## src/hdl/hbc_pkg.sv

```systemverilog
`default_nettype none

package hbc_pkg;

  // field widths
  localparam int unsigned SAMPLE_W    = 16;
  localparam int unsigned SCALE_W     = 24;
  localparam int unsigned FRAC_W      = 16;
  localparam int unsigned PROD_W      = SAMPLE_W + SCALE_W;
  localparam int unsigned BUCKET_W    = PROD_W - FRAC_W;
  localparam int unsigned LIMIT_W     = 7;
  localparam int unsigned INDEX_W     = 6;
  localparam int unsigned OUT_COUNT_W = 24;
  localparam int unsigned TOTAL_W     = 31;
  localparam int unsigned SUMSQ_W     = 56;

  // configuration port
  localparam int unsigned CFG_IDX_W  = 2;
  localparam int unsigned CFG_DATA_W = 24;

  localparam logic [CFG_IDX_W-1:0] CFG_RANGE_LOW      = 2'd0;
  localparam logic [CFG_IDX_W-1:0] CFG_BUCKET_SCALE   = 2'd1;
  localparam logic [CFG_IDX_W-1:0] CFG_BUCKETS_IN_USE = 2'd2;

  // reset values of the configuration registers
  localparam logic [SAMPLE_W-1:0] RANGE_LOW_RESET = 16'd0;
  localparam logic [SCALE_W-1:0]  SCALE_RESET     = 24'd32768;
  localparam logic [LIMIT_W-1:0]  BUCKETS_RESET   = 7'd50;

  // command codes
  localparam logic CMD_ADD  = 1'b0;
  localparam logic CMD_READ = 1'b1;

  // sequencer step enables
  typedef struct packed {
    logic capture;
    logic multiply;
    logic lookup;
    logic update;
  } hbc_step_t;

  // classification of the item in flight
  typedef struct packed {
    logic               is_read;
    logic               in_range;
    logic               idx_ok;
    logic [INDEX_W-1:0] index;
  } hbc_lookup_t;

endpackage

`default_nettype wire

```

## src/hdl/hbc_classify.sv

```systemverilog
`default_nettype none

module hbc_classify #(
  parameter int unsigned BUCKET_SLOTS = 64,
  parameter int unsigned AW           = 6
) (
  input  logic                           clk_i,
  input  hbc_pkg::hbc_step_t             step_i,
  input  logic                           command_i,
  input  logic [hbc_pkg::SAMPLE_W-1:0]   sample_value_i,
  input  logic [hbc_pkg::INDEX_W-1:0]    read_index_i,
  input  logic [hbc_pkg::SAMPLE_W-1:0]   range_low_i,
  input  logic [hbc_pkg::SCALE_W-1:0]    bucket_scale_i,
  input  logic [hbc_pkg::LIMIT_W-1:0]    buckets_in_use_i,
  output logic [AW-1:0]                  addr_o,
  output hbc_pkg::hbc_lookup_t           lookup_o
);
  import hbc_pkg::*;

  logic                cmd_q;
  logic [INDEX_W-1:0]  ridx_q;
  logic                below_q;
  logic [SAMPLE_W-1:0] diff_q;
  logic [BUCKET_W-1:0] bucket_q;
  logic [PROD_W-1:0]   prod;
  logic [LIMIT_W-1:0]  limit;
  logic                add_hit;
  logic                rd_ok;
  logic                rd_in;
  logic                is_read;
  hbc_lookup_t         lookup_q;

  // capture the item and offset the sample
  always_ff @(posedge clk_i) begin
    if (step_i.capture) begin
      cmd_q   <= command_i;
      ridx_q  <= read_index_i;
      below_q <= sample_value_i < range_low_i;
      diff_q  <= sample_value_i - range_low_i;
    end
  end

  // bucket number is the integer part of the q16 product
  assign prod = PROD_W'(diff_q) * PROD_W'(bucket_scale_i);

  always_ff @(posedge clk_i) begin
    if (step_i.multiply) begin
      bucket_q <= prod[PROD_W-1:FRAC_W];
    end
  end

  // buckets in use, capped by the store size
  assign limit = (32'(buckets_in_use_i) < BUCKET_SLOTS) ? buckets_in_use_i
                                                        : LIMIT_W'(BUCKET_SLOTS);

  assign is_read = (cmd_q == CMD_READ);
  assign add_hit = !below_q && (bucket_q < BUCKET_W'(limit));
  assign rd_ok   = 32'(ridx_q) < BUCKET_SLOTS;
  assign rd_in   = LIMIT_W'(ridx_q) < limit;

  // memory address, held stable through read and write-back
  assign addr_o = is_read ? AW'(ridx_q) : AW'(bucket_q);

  // register the classification next to the memory read
  always_ff @(posedge clk_i) begin
    if (step_i.lookup) begin
      lookup_q.is_read  <= is_read;
      lookup_q.in_range <= is_read ? rd_in : add_hit;
      lookup_q.idx_ok   <= is_read ? rd_ok : add_hit;
      if (is_read) begin
        lookup_q.index <= ridx_q;
      end else if (add_hit) begin
        lookup_q.index <= INDEX_W'(bucket_q);
      end else begin
        lookup_q.index <= '0;
      end
    end
  end

  assign lookup_o = lookup_q;

endmodule

`default_nettype wire

```

## src/hdl/hbc_count_mem.sv

```systemverilog
`default_nettype none

module hbc_count_mem #(
  parameter int unsigned DEPTH = 64,
  parameter int unsigned AW    = 6,
  parameter int unsigned CW    = 24
) (
  input  logic          clk_i,
  input  logic          rst_ni,
  input  logic          rd_en_i,
  input  logic [AW-1:0] rd_addr_i,
  output logic [CW-1:0] rd_data_o,
  input  logic          wr_en_i,
  input  logic [AW-1:0] wr_addr_i,
  input  logic [CW-1:0] wr_data_i
);

  logic [CW-1:0]    mem [DEPTH];
  logic [DEPTH-1:0] valid_q;
  logic [CW-1:0]    rd_data_q;
  logic             rd_valid_q;

  // count storage
  always_ff @(posedge clk_i) begin
    if (wr_en_i) begin
      mem[wr_addr_i] <= wr_data_i;
    end
    if (rd_en_i) begin
      rd_data_q <= mem[rd_addr_i];
    end
  end

  // per-entry written flags, cleared by reset
  always_ff @(posedge clk_i or negedge rst_ni) begin
    if (!rst_ni) begin
      valid_q    <= '0;
      rd_valid_q <= 1'b0;
    end else begin
      if (wr_en_i) begin
        valid_q[wr_addr_i] <= 1'b1;
      end
      if (rd_en_i) begin
        rd_valid_q <= (32'(rd_addr_i) < DEPTH) && valid_q[rd_addr_i];
      end
    end
  end

  // an unwritten entry reads as zero
  assign rd_data_o = rd_valid_q ? rd_data_q : '0;

endmodule

`default_nettype wire

```

## src/hdl/hbc_update.sv

```systemverilog
`default_nettype none

module hbc_update #(
  parameter int unsigned CW = 24
) (
  input  logic                             clk_i,
  input  logic                             rst_ni,
  input  hbc_pkg::hbc_step_t               step_i,
  input  hbc_pkg::hbc_lookup_t             lookup_i,
  input  logic [CW-1:0]                    count_i,
  output logic                             wr_en_o,
  output logic [CW-1:0]                    wr_data_o,
  output logic [hbc_pkg::INDEX_W-1:0]      bucket_index_o,
  output logic                             in_range_o,
  output logic [hbc_pkg::OUT_COUNT_W-1:0]  bucket_count_o,
  output logic [hbc_pkg::TOTAL_W-1:0]      total_count_o,
  output logic [hbc_pkg::SUMSQ_W-1:0]      sum_squares_o
);
  import hbc_pkg::*;

  logic                 sat;
  logic [CW-1:0]        new_count;
  logic                 add_ok;
  logic                 bump;
  logic [CW:0]          inc;
  logic [SUMSQ_W:0]     sum_ext;
  logic [TOTAL_W-1:0]   total_d, total_q;
  logic [SUMSQ_W-1:0]   sumsq_d, sumsq_q;
  logic [CW-1:0]        report;
  logic [INDEX_W-1:0]   index_q;
  logic                 in_range_q;
  logic [OUT_COUNT_W-1:0] count_q;

  // saturating bucket increment
  assign sat       = &count_i;
  assign new_count = sat ? count_i : count_i + 1'b1;
  assign add_ok    = !lookup_i.is_read && lookup_i.in_range;
  assign bump      = step_i.update && add_ok && !sat;

  assign wr_en_o   = bump;
  assign wr_data_o = new_count;

  // totals: square sum grows by 2c+1, both saturate
  assign inc     = {count_i, 1'b1};
  assign sum_ext = {1'b0, sumsq_q} + (SUMSQ_W + 1)'(inc);
  assign sumsq_d = sum_ext[SUMSQ_W] ? '1 : sum_ext[SUMSQ_W-1:0];
  assign total_d = (&total_q) ? total_q : total_q + 1'b1;

  always_ff @(posedge clk_i or negedge rst_ni) begin
    if (!rst_ni) begin
      total_q <= '0;
      sumsq_q <= '0;
    end else if (bump) begin
      total_q <= total_d;
      sumsq_q <= sumsq_d;
    end
  end

  // result of the item
  always_comb begin
    if (!lookup_i.idx_ok) begin
      report = '0;
    end else if (lookup_i.is_read) begin
      report = count_i;
    end else begin
      report = new_count;
    end
  end

  always_ff @(posedge clk_i) begin
    if (step_i.update) begin
      index_q    <= lookup_i.index;
      in_range_q <= lookup_i.in_range;
      count_q    <= OUT_COUNT_W'(report);
    end
  end

  assign bucket_index_o = index_q;
  assign in_range_o     = in_range_q;
  assign bucket_count_o = count_q;
  assign total_count_o  = total_q;
  assign sum_squares_o  = sumsq_q;

endmodule

`default_nettype wire

```

## src/hdl/histogram_bucket_counter_unit.sv

```systemverilog
`default_nettype none

// Histogram engine. An item is accepted when start is high and busy is low; it is
// classified, its bucket counter is read from the count memory and, for an add command,
// incremented and written back, and the result appears on the result ports with strobe
// high for exactly one cycle. The receiver cannot stall: each result must be taken in
// that cycle. Busy is high through the multiply, memory read and write-back steps after
// acceptance, so a new item is not taken until the last one is through; the sequencer runs
// the capture, multiply, memory read and write-back steps one item at a time.
// Busy is low again in the strobe cycle, so the next item may be started then. Reset clears
// all counts and totals at once through per-entry valid flags; there is no clearing pass.
// Configuration writes take effect at once and should only be made while no item is in
// flight.
module histogram_bucket_counter_unit #(
  parameter int unsigned BUCKET_SLOTS = 64,
  parameter int unsigned COUNT_WIDTH  = 24
) (
  input  logic                             clk_i,
  input  logic                             rst_ni,
  input  logic                             cfg_we_i,
  input  logic [hbc_pkg::CFG_IDX_W-1:0]    cfg_idx_i,
  input  logic [hbc_pkg::CFG_DATA_W-1:0]   cfg_wdata_i,
  input  logic                             start,
  output logic                             busy,
  input  logic                             command_i,
  input  logic [hbc_pkg::SAMPLE_W-1:0]     sample_value_i,
  input  logic [hbc_pkg::INDEX_W-1:0]      read_index_i,
  output logic                             strobe,
  output logic [hbc_pkg::INDEX_W-1:0]      bucket_index_o,
  output logic                             in_range_o,
  output logic [hbc_pkg::OUT_COUNT_W-1:0]  bucket_count_o,
  output logic [hbc_pkg::TOTAL_W-1:0]      total_count_o,
  output logic [hbc_pkg::SUMSQ_W-1:0]      sum_squares_o
);
  import hbc_pkg::*;

  // only buckets below the largest in-use count are ever reached
  localparam int unsigned DEPTH = (BUCKET_SLOTS < (2 ** LIMIT_W)) ? BUCKET_SLOTS
                                                                  : (2 ** LIMIT_W);
  localparam int unsigned AW    = $clog2(DEPTH);

  localparam logic [1:0] ST_IDLE = 2'd0;
  localparam logic [1:0] ST_MUL  = 2'd1;
  localparam logic [1:0] ST_LOOK = 2'd2;
  localparam logic [1:0] ST_UPD  = 2'd3;

  logic [1:0]             state_d, state_q;
  logic                   strobe_q;
  logic [SAMPLE_W-1:0]    range_low_q;
  logic [SCALE_W-1:0]     bucket_scale_q;
  logic [LIMIT_W-1:0]     buckets_in_use_q;
  hbc_step_t              step;
  hbc_lookup_t            lookup;
  logic [AW-1:0]          addr;
  logic [COUNT_WIDTH-1:0] rd_count;
  logic                   wr_en;
  logic [COUNT_WIDTH-1:0] wr_data;

  // configuration registers
  always_ff @(posedge clk_i or negedge rst_ni) begin
    if (!rst_ni) begin
      range_low_q      <= RANGE_LOW_RESET;
      bucket_scale_q   <= SCALE_RESET;
      buckets_in_use_q <= BUCKETS_RESET;
    end else if (cfg_we_i) begin
      unique case (cfg_idx_i)
        CFG_RANGE_LOW:      range_low_q      <= cfg_wdata_i[SAMPLE_W-1:0];
        CFG_BUCKET_SCALE:   bucket_scale_q   <= cfg_wdata_i[SCALE_W-1:0];
        CFG_BUCKETS_IN_USE: buckets_in_use_q <= cfg_wdata_i[LIMIT_W-1:0];
        default: ;
      endcase
    end
  end

  // item sequencer
  always_comb begin
    unique case (state_q)
      ST_IDLE: state_d = start ? ST_MUL : ST_IDLE;
      ST_MUL:  state_d = ST_LOOK;
      ST_LOOK: state_d = ST_UPD;
      ST_UPD:  state_d = ST_IDLE;
      default: state_d = ST_IDLE;
    endcase
  end

  always_ff @(posedge clk_i or negedge rst_ni) begin
    if (!rst_ni) begin
      state_q  <= ST_IDLE;
      strobe_q <= 1'b0;
    end else begin
      state_q  <= state_d;
      strobe_q <= (state_q == ST_UPD);
    end
  end

  assign step.capture  = (state_q == ST_IDLE) && start;
  assign step.multiply = (state_q == ST_MUL);
  assign step.lookup   = (state_q == ST_LOOK);
  assign step.update   = (state_q == ST_UPD);

  assign busy   = (state_q != ST_IDLE);
  assign strobe = strobe_q;

  hbc_classify #(
    .BUCKET_SLOTS (BUCKET_SLOTS),
    .AW           (AW)
  ) u_classify (
    .clk_i            (clk_i),
    .step_i           (step),
    .command_i        (command_i),
    .sample_value_i   (sample_value_i),
    .read_index_i     (read_index_i),
    .range_low_i      (range_low_q),
    .bucket_scale_i   (bucket_scale_q),
    .buckets_in_use_i (buckets_in_use_q),
    .addr_o           (addr),
    .lookup_o         (lookup)
  );

  hbc_count_mem #(
    .DEPTH (DEPTH),
    .AW    (AW),
    .CW    (COUNT_WIDTH)
  ) u_count_mem (
    .clk_i     (clk_i),
    .rst_ni    (rst_ni),
    .rd_en_i   (step.lookup),
    .rd_addr_i (addr),
    .rd_data_o (rd_count),
    .wr_en_i   (wr_en),
    .wr_addr_i (addr),
    .wr_data_i (wr_data)
  );

  hbc_update #(
    .CW (COUNT_WIDTH)
  ) u_update (
    .clk_i          (clk_i),
    .rst_ni         (rst_ni),
    .step_i         (step),
    .lookup_i       (lookup),
    .count_i        (rd_count),
    .wr_en_o        (wr_en),
    .wr_data_o      (wr_data),
    .bucket_index_o (bucket_index_o),
    .in_range_o     (in_range_o),
    .bucket_count_o (bucket_count_o),
    .total_count_o  (total_count_o),
    .sum_squares_o  (sum_squares_o)
  );

endmodule

`default_nettype wire

```

## config.mk

```make
export PLATFORM = sky130hd
export DESIGN_NAME = histogram_bucket_counter_unit
export DESIGN_NICKNAME = d
export VERILOG_FILES = /design/src/hdl/hbc_pkg.sv /design/src/hdl/hbc_classify.sv /design/src/hdl/hbc_count_mem.sv /design/src/hdl/hbc_update.sv /design/src/hdl/histogram_bucket_counter_unit.sv
export SDC_FILE = /design/constraint.sdc
export NUM_CORES = 2
export LEC_CHECK = 0
export ABC_CLOCK_PERIOD_IN_PS = 6700
export BUFFER_PORTS_ARGS = -buffer_cell sky130_fd_sc_hd__clkbuf_2
export CAP_MARGIN = 15
export CORE_ASPECT_RATIO = 1.2
export CORE_UTILIZATION = 50
export DETAILED_ROUTE_END_ITERATION = 8
export MAX_ROUTING_LAYER = met4
export PLACE_DENSITY = 0.74
export SYNTH_ARGS = -nofsm -noshare
export SYNTH_HDL_FRONTEND = slang
export SYNTH_SLANG_ARGS = --single-unit
```

## constraint.sdc

```tcl
create_clock -name clk_i -period 6.7 [get_ports clk_i]
set_clock_uncertainty 0.1 [all_clocks]
set_input_delay 0.67 -clock clk_i [delete_from_list [all_inputs] [get_ports clk_i]]
set_output_delay 0.67 -clock clk_i [all_outputs]
set_load 0.01 [all_outputs]
```

==> out/summary.txt, run 1 <==
status - did not finish
Halt Stage - detailed routing (5_2_route)
First Err - [ERROR DRT-0255] Maze Route cannot find path of net sample_value_i[15] in worker of routeBox ( 338100 144900 ) ( 373220 193200 ).
worst_ep kind - sequential cell input
CTS sink cnt - 1850
synth top area cells - edfxtp_1 (60%), fa_1 (7.4%), dfrtp_1 (6.0%)
part of the Yosys area used for sequential elements - 65.97%
Starting Density - 50.30%
Post-synth EDFFs - 1648
Crit. endpoint post-GRT repair - u_classify.bucket_q[23]$_DFFE_PN_/D
Root Driver - clkbuf_16
Yosys warnings - 0
cell taking the most area after synthesis - edfxtp_1
# rows - 163
GRT Util Overall - 30.04%
Post-Syn Area - 0.08268 mm^2
post-synth top area share - 59.85%
largest net degree at the start of global routing - 123
cell count after synthesis - 5943
ys async rst share - 10.92%
RD Place Congestion - 0.9430
dpl cells - 8242
antenna violations before repair - 13
ys flop type - edfxtp_1
Top Ports - 173
Final HPWL DP - 154900 um
syn_area_per_cell - 13.91 um^2
Setup WS pre-CTS - -0.6451 ns
most frequent cell after synthesis - edfxtp_1
Distinct cells, synth - 69
vias in the first global route - 53767
Die Wd - 373.2 um
Bufs on Longest Clock Path - 3
syn nets - 6470
Buffers on Ports - 172
global-route wire length before repair - 356800 um
die height - 447.5 um
total CTS buffers - 170
Post-synth top cells - edfxtp_1 (1648), nand2_1 (740), inv_1 (408)
CTS H-Tree Depth - 4
synthesis-stage register bit count - 1850
global route total overflow - 0
[layer usage]
metal / global-route usage [%]
met1: 37.07
met2: 47.16
met3: 6.247
met4: 15.36
met5: -
[metrics by stage]
| stage | hold slack (ns) | instance area, um^2 |
|---|---|---|
| 4_1_cts | 0.004559 | 94040 |
| 5_1_grt | 0.05407 | 94570 |
| 3_5_place_dp | 0.3045 | 88240 |
| 2_1_floorplan | 0.2744 | 82680 |
| 3_3_place_gp | 0.3016 | 88240 |
[cells by family after synthesis]
logic type	share of synthesized area [%]
fa+ha+maj	9.960
compound gates	10.35
mux	0.7158
buf+inv	3.276
simple gates	8.240
xor+xnor	1.483
flops	65.97
[repair_timing]
item / 4_1_cts / 5_1_grt
pin swaps: 1 / 38
resized for setup: 3 / 74
cloned: 0 / 1
endpoints found under the hold margin: 97 / 0
setup endpoints to repair: 12 / 10
setup buffers: 5 / 25
hold buffers: 17 / 0
==> run 2: changes to the inputs <==
ABC_CLOCK_PERIOD_IN_PS = 8700   (was 6700)
CORE_ASPECT_RATIO = unset   (was 1.2)
CORE_UTILIZATION = 35   (was 50)
MAX_ROUTING_LAYER = unset   (was met4)
PLACE_DENSITY = unset   (was 0.74)
PLACE_DENSITY_LB_ADDON = 0.15   (was unset)
clock period = 8.7 ns   (was 6.7 ns; I/O delays follow)
==> out/summary.txt, run 2 <==
CTS H-Tree Depth - 4 (unchanged)
Max Cap Viol - 0
Worst Tran Pin Value - 1.215 ns
max reg flops - 1536
post-CTS setup buffers - 0 (was 5)
Clock transition at path regs - 0.06 ns
Slew headroom - 18.33%
Buf+Inv Stages, Crit Path - 5
HP Class - in2reg
fin crit share - 88.19%
Reg with most FFs - u_count_mem.mem
drt first pass iters - 8
Distinct cells, synth - 69 (unchanged)
Final Hold Viols - 0
Worst setup EP type - register
part of the Yosys area used for sequential elements - 65.97% (unchanged)
CTS tree - yes
footprint of the multi-input gates - 0.02604 mm^2
syn nets - 6470 (unchanged)
leading cell types in the layout, fill and taps excluded - edfxtp_1 (1648), nand2_1 (739), inv_1 (408)
GRT Util Overall - 22.51% (was 30.04%)
ys async rst share - 10.92% (unchanged)
DRC viols - 0
Final HPWL DP - 160300 um (was 154900 um)
antenna violations before repair - 15 (was 13)
RSZ-0062 raised after global routing - no
Yosys warnings - 0 (unchanged)
status - completed (was did not finish)
synthesis-stage register bit count - 1850 (unchanged)
Starting Density - 35.19% (was 50.30%)
Post-synth top cells - edfxtp_1 (1648), nand2_1 (740), inv_1 (408) (unchanged)
commonest non-fill, non-tap cell in the layout - edfxtp_1
largest net degree at the start of global routing - 133 (was 123)
DRT iter0 DRCs - 5475
global route total overflow - 0 (unchanged)
Root Driver - clkbuf_16 (unchanged)
CTS sink cnt - 1850 (unchanged)
layout cells sized above 1 - 13.79%
CP required - 9.16 ns
critical path arrival - 8.13 ns
nets@finish - 6720
post-route ant nets - 0
die height - 488.0 um (was 447.5 um)
Post-synth EDFFs - 1648 (unchanged)
fillers - 21673
fmax - 130.3 MHz
CP max FO - 24
cell count after synthesis - 5943 (unchanged)
hold-fix buffer count after cts - 1 (was 17)
RD Place Congestion - 0.8655 (was 0.9430)
aggregate routed wire length - 268900 um
Buffers on Ports - 172 (unchanged)
ys flop type - edfxtp_1 (unchanged)
Bufs on Longest Clock Path - 3 (unchanged)
setup TNS - 0 ns
Top Ports - 173 (unchanged)
Die Wd - 488.0 um (was 373.2 um)
synth top area cells - edfxtp_1 (60%), fa_1 (7.4%), dfrtp_1 (6.0%) (unchanged)
DR vias/cell - 5.489
Critical-path top delay cell - edfxtp_1
core area - 0.2350 mm^2
Post-Syn Area - 0.08268 mm^2 (unchanged)
global-route wire length before repair - 385800 um (was 356800 um)
endpoints failing setup - 0
cell family with most CP delay - adder cells
Slew Viols, Final - 0
clk_lat worst skew - 0.85 ns
post-synth top area share - 59.85% (unchanged)
Setup Crit Path Kind - reg2reg
most frequent cell after synthesis - edfxtp_1 (unchanged)
Avg WL per Cell - 28.27 um
most used cell along the critical path - fa_1
Die Footprint - 0.2382 mm^2
total CTS buffers - 195 (was 170)
area grow syn2layout - 14.95%
Tmin final - 7.673 ns
syn_area_per_cell - 13.91 um^2 (unchanged)
post_cts resized - 0 (was 3)
Critical Path Source Type - register
# rows - 178 (was 163)
cell taking the most area after synthesis - edfxtp_1 (unchanged)
vias in the first global route - 51735 (was 53767)
Critical Path Max Stage Delay - 1.06 ns
cells along the critical path - nand2_1, fa_1, inv_1, fa_1, inv_1, fa_1, inv_1, fa_1, fa_1, inv_1, fa_1, inv_1, ha_1, a21oi_1, o21ai_0, a311o_1, or3_1, o21ai_0, o21ai_0, a21o_1, a21oi_1, xnor2_1
Seq. cell area - 0.05455 mm^2
total number of vias - 52197
[run 2: cell counts after synthesis]
Identical to the previous run, type by type.
[run 2: per-layer routing]
| metal | wire (um) | global-route usage, % | vias to the layer above |
|---|---|---|---|
| met5 | 0 | 0 | - |
| met4 | 6120 | 5.503 | 0 |
| met3 | 19020 | 3.430 | 306 |
| met2 | 121200 | 34.62 | 1999 |
| met1 | 122500 | 33.15 | 27440 |
| li1 | - | - | 22452 |
[run 2: path summary, 6_finish.rpt]
path | start | to | slack [ns] | cells past startpoint
setup / recovery | u_classify.diff_q[1] | u_classify.bucket_q[18] | 1.03 | 22
max in group asynchronous | rst_ni | bucket_scale_q[19] | 6.66 | 3
min in group asynchronous | rst_ni | u_update.sum_squares_o[42] | 0.48 | 2
hold / removal | read_index_i[3] | u_classify.ridx_q[3] | 0.13 | 1
setup reg to reg | u_classify.diff_q[1] | u_classify.bucket_q[18] | 1.03 | 22
hold reg to reg | u_classify.lookup_o[0] | u_update.bucket_index_o[0] | 0.32 | 0
[run 2: metrics by stage]
step / std cells / setup slack [ns] / hold slack, ns / util, % / instance area, um^2
global route: 9509 / 0.4630 / 0.09569 / 40.45 / 95040
global placement: 9144 / 1.048 / 0.3138 / 37.67 / 88500
CTS: 9508 / 0.9287 / 0.06232 / 40.45 / 95040
floorplan: 5943 / 2.123 / 0.3003 / - / 82680
detailed placement: 9144 / 0.9791 / 0.3191 / 37.67 / 88500
finish: 9510 / 1.027 / 0.1308 / 40.45 / 95050
[run 2: cell type report]
type	instances	area share, %
Timing Repair Buffer	359	2.580
Sequential cell	1850	57.39
Inverter	409	1.615
Tap cell	3150	4.147
Clock buffer	264	5.621
Clock inverter	99	1.243
Multi-Input combinational cell	3378	27.40
Antenna cell	1	0.002633
[run 2: kinds of logic after synthesis]
kind of cell	Yosys count	share of synthesized area, %
simple gates	1467	8.240
flops	1850	65.97
fa+ha+maj	474	9.960
compound gates	1243	10.35
mux	54	0.7158
buf+inv	715	3.276
xor+xnor	140	1.483
Power of run 2 is not shown: default switching activity piles up to over one toggle a cycle in this logic, so the estimate is an artifact.
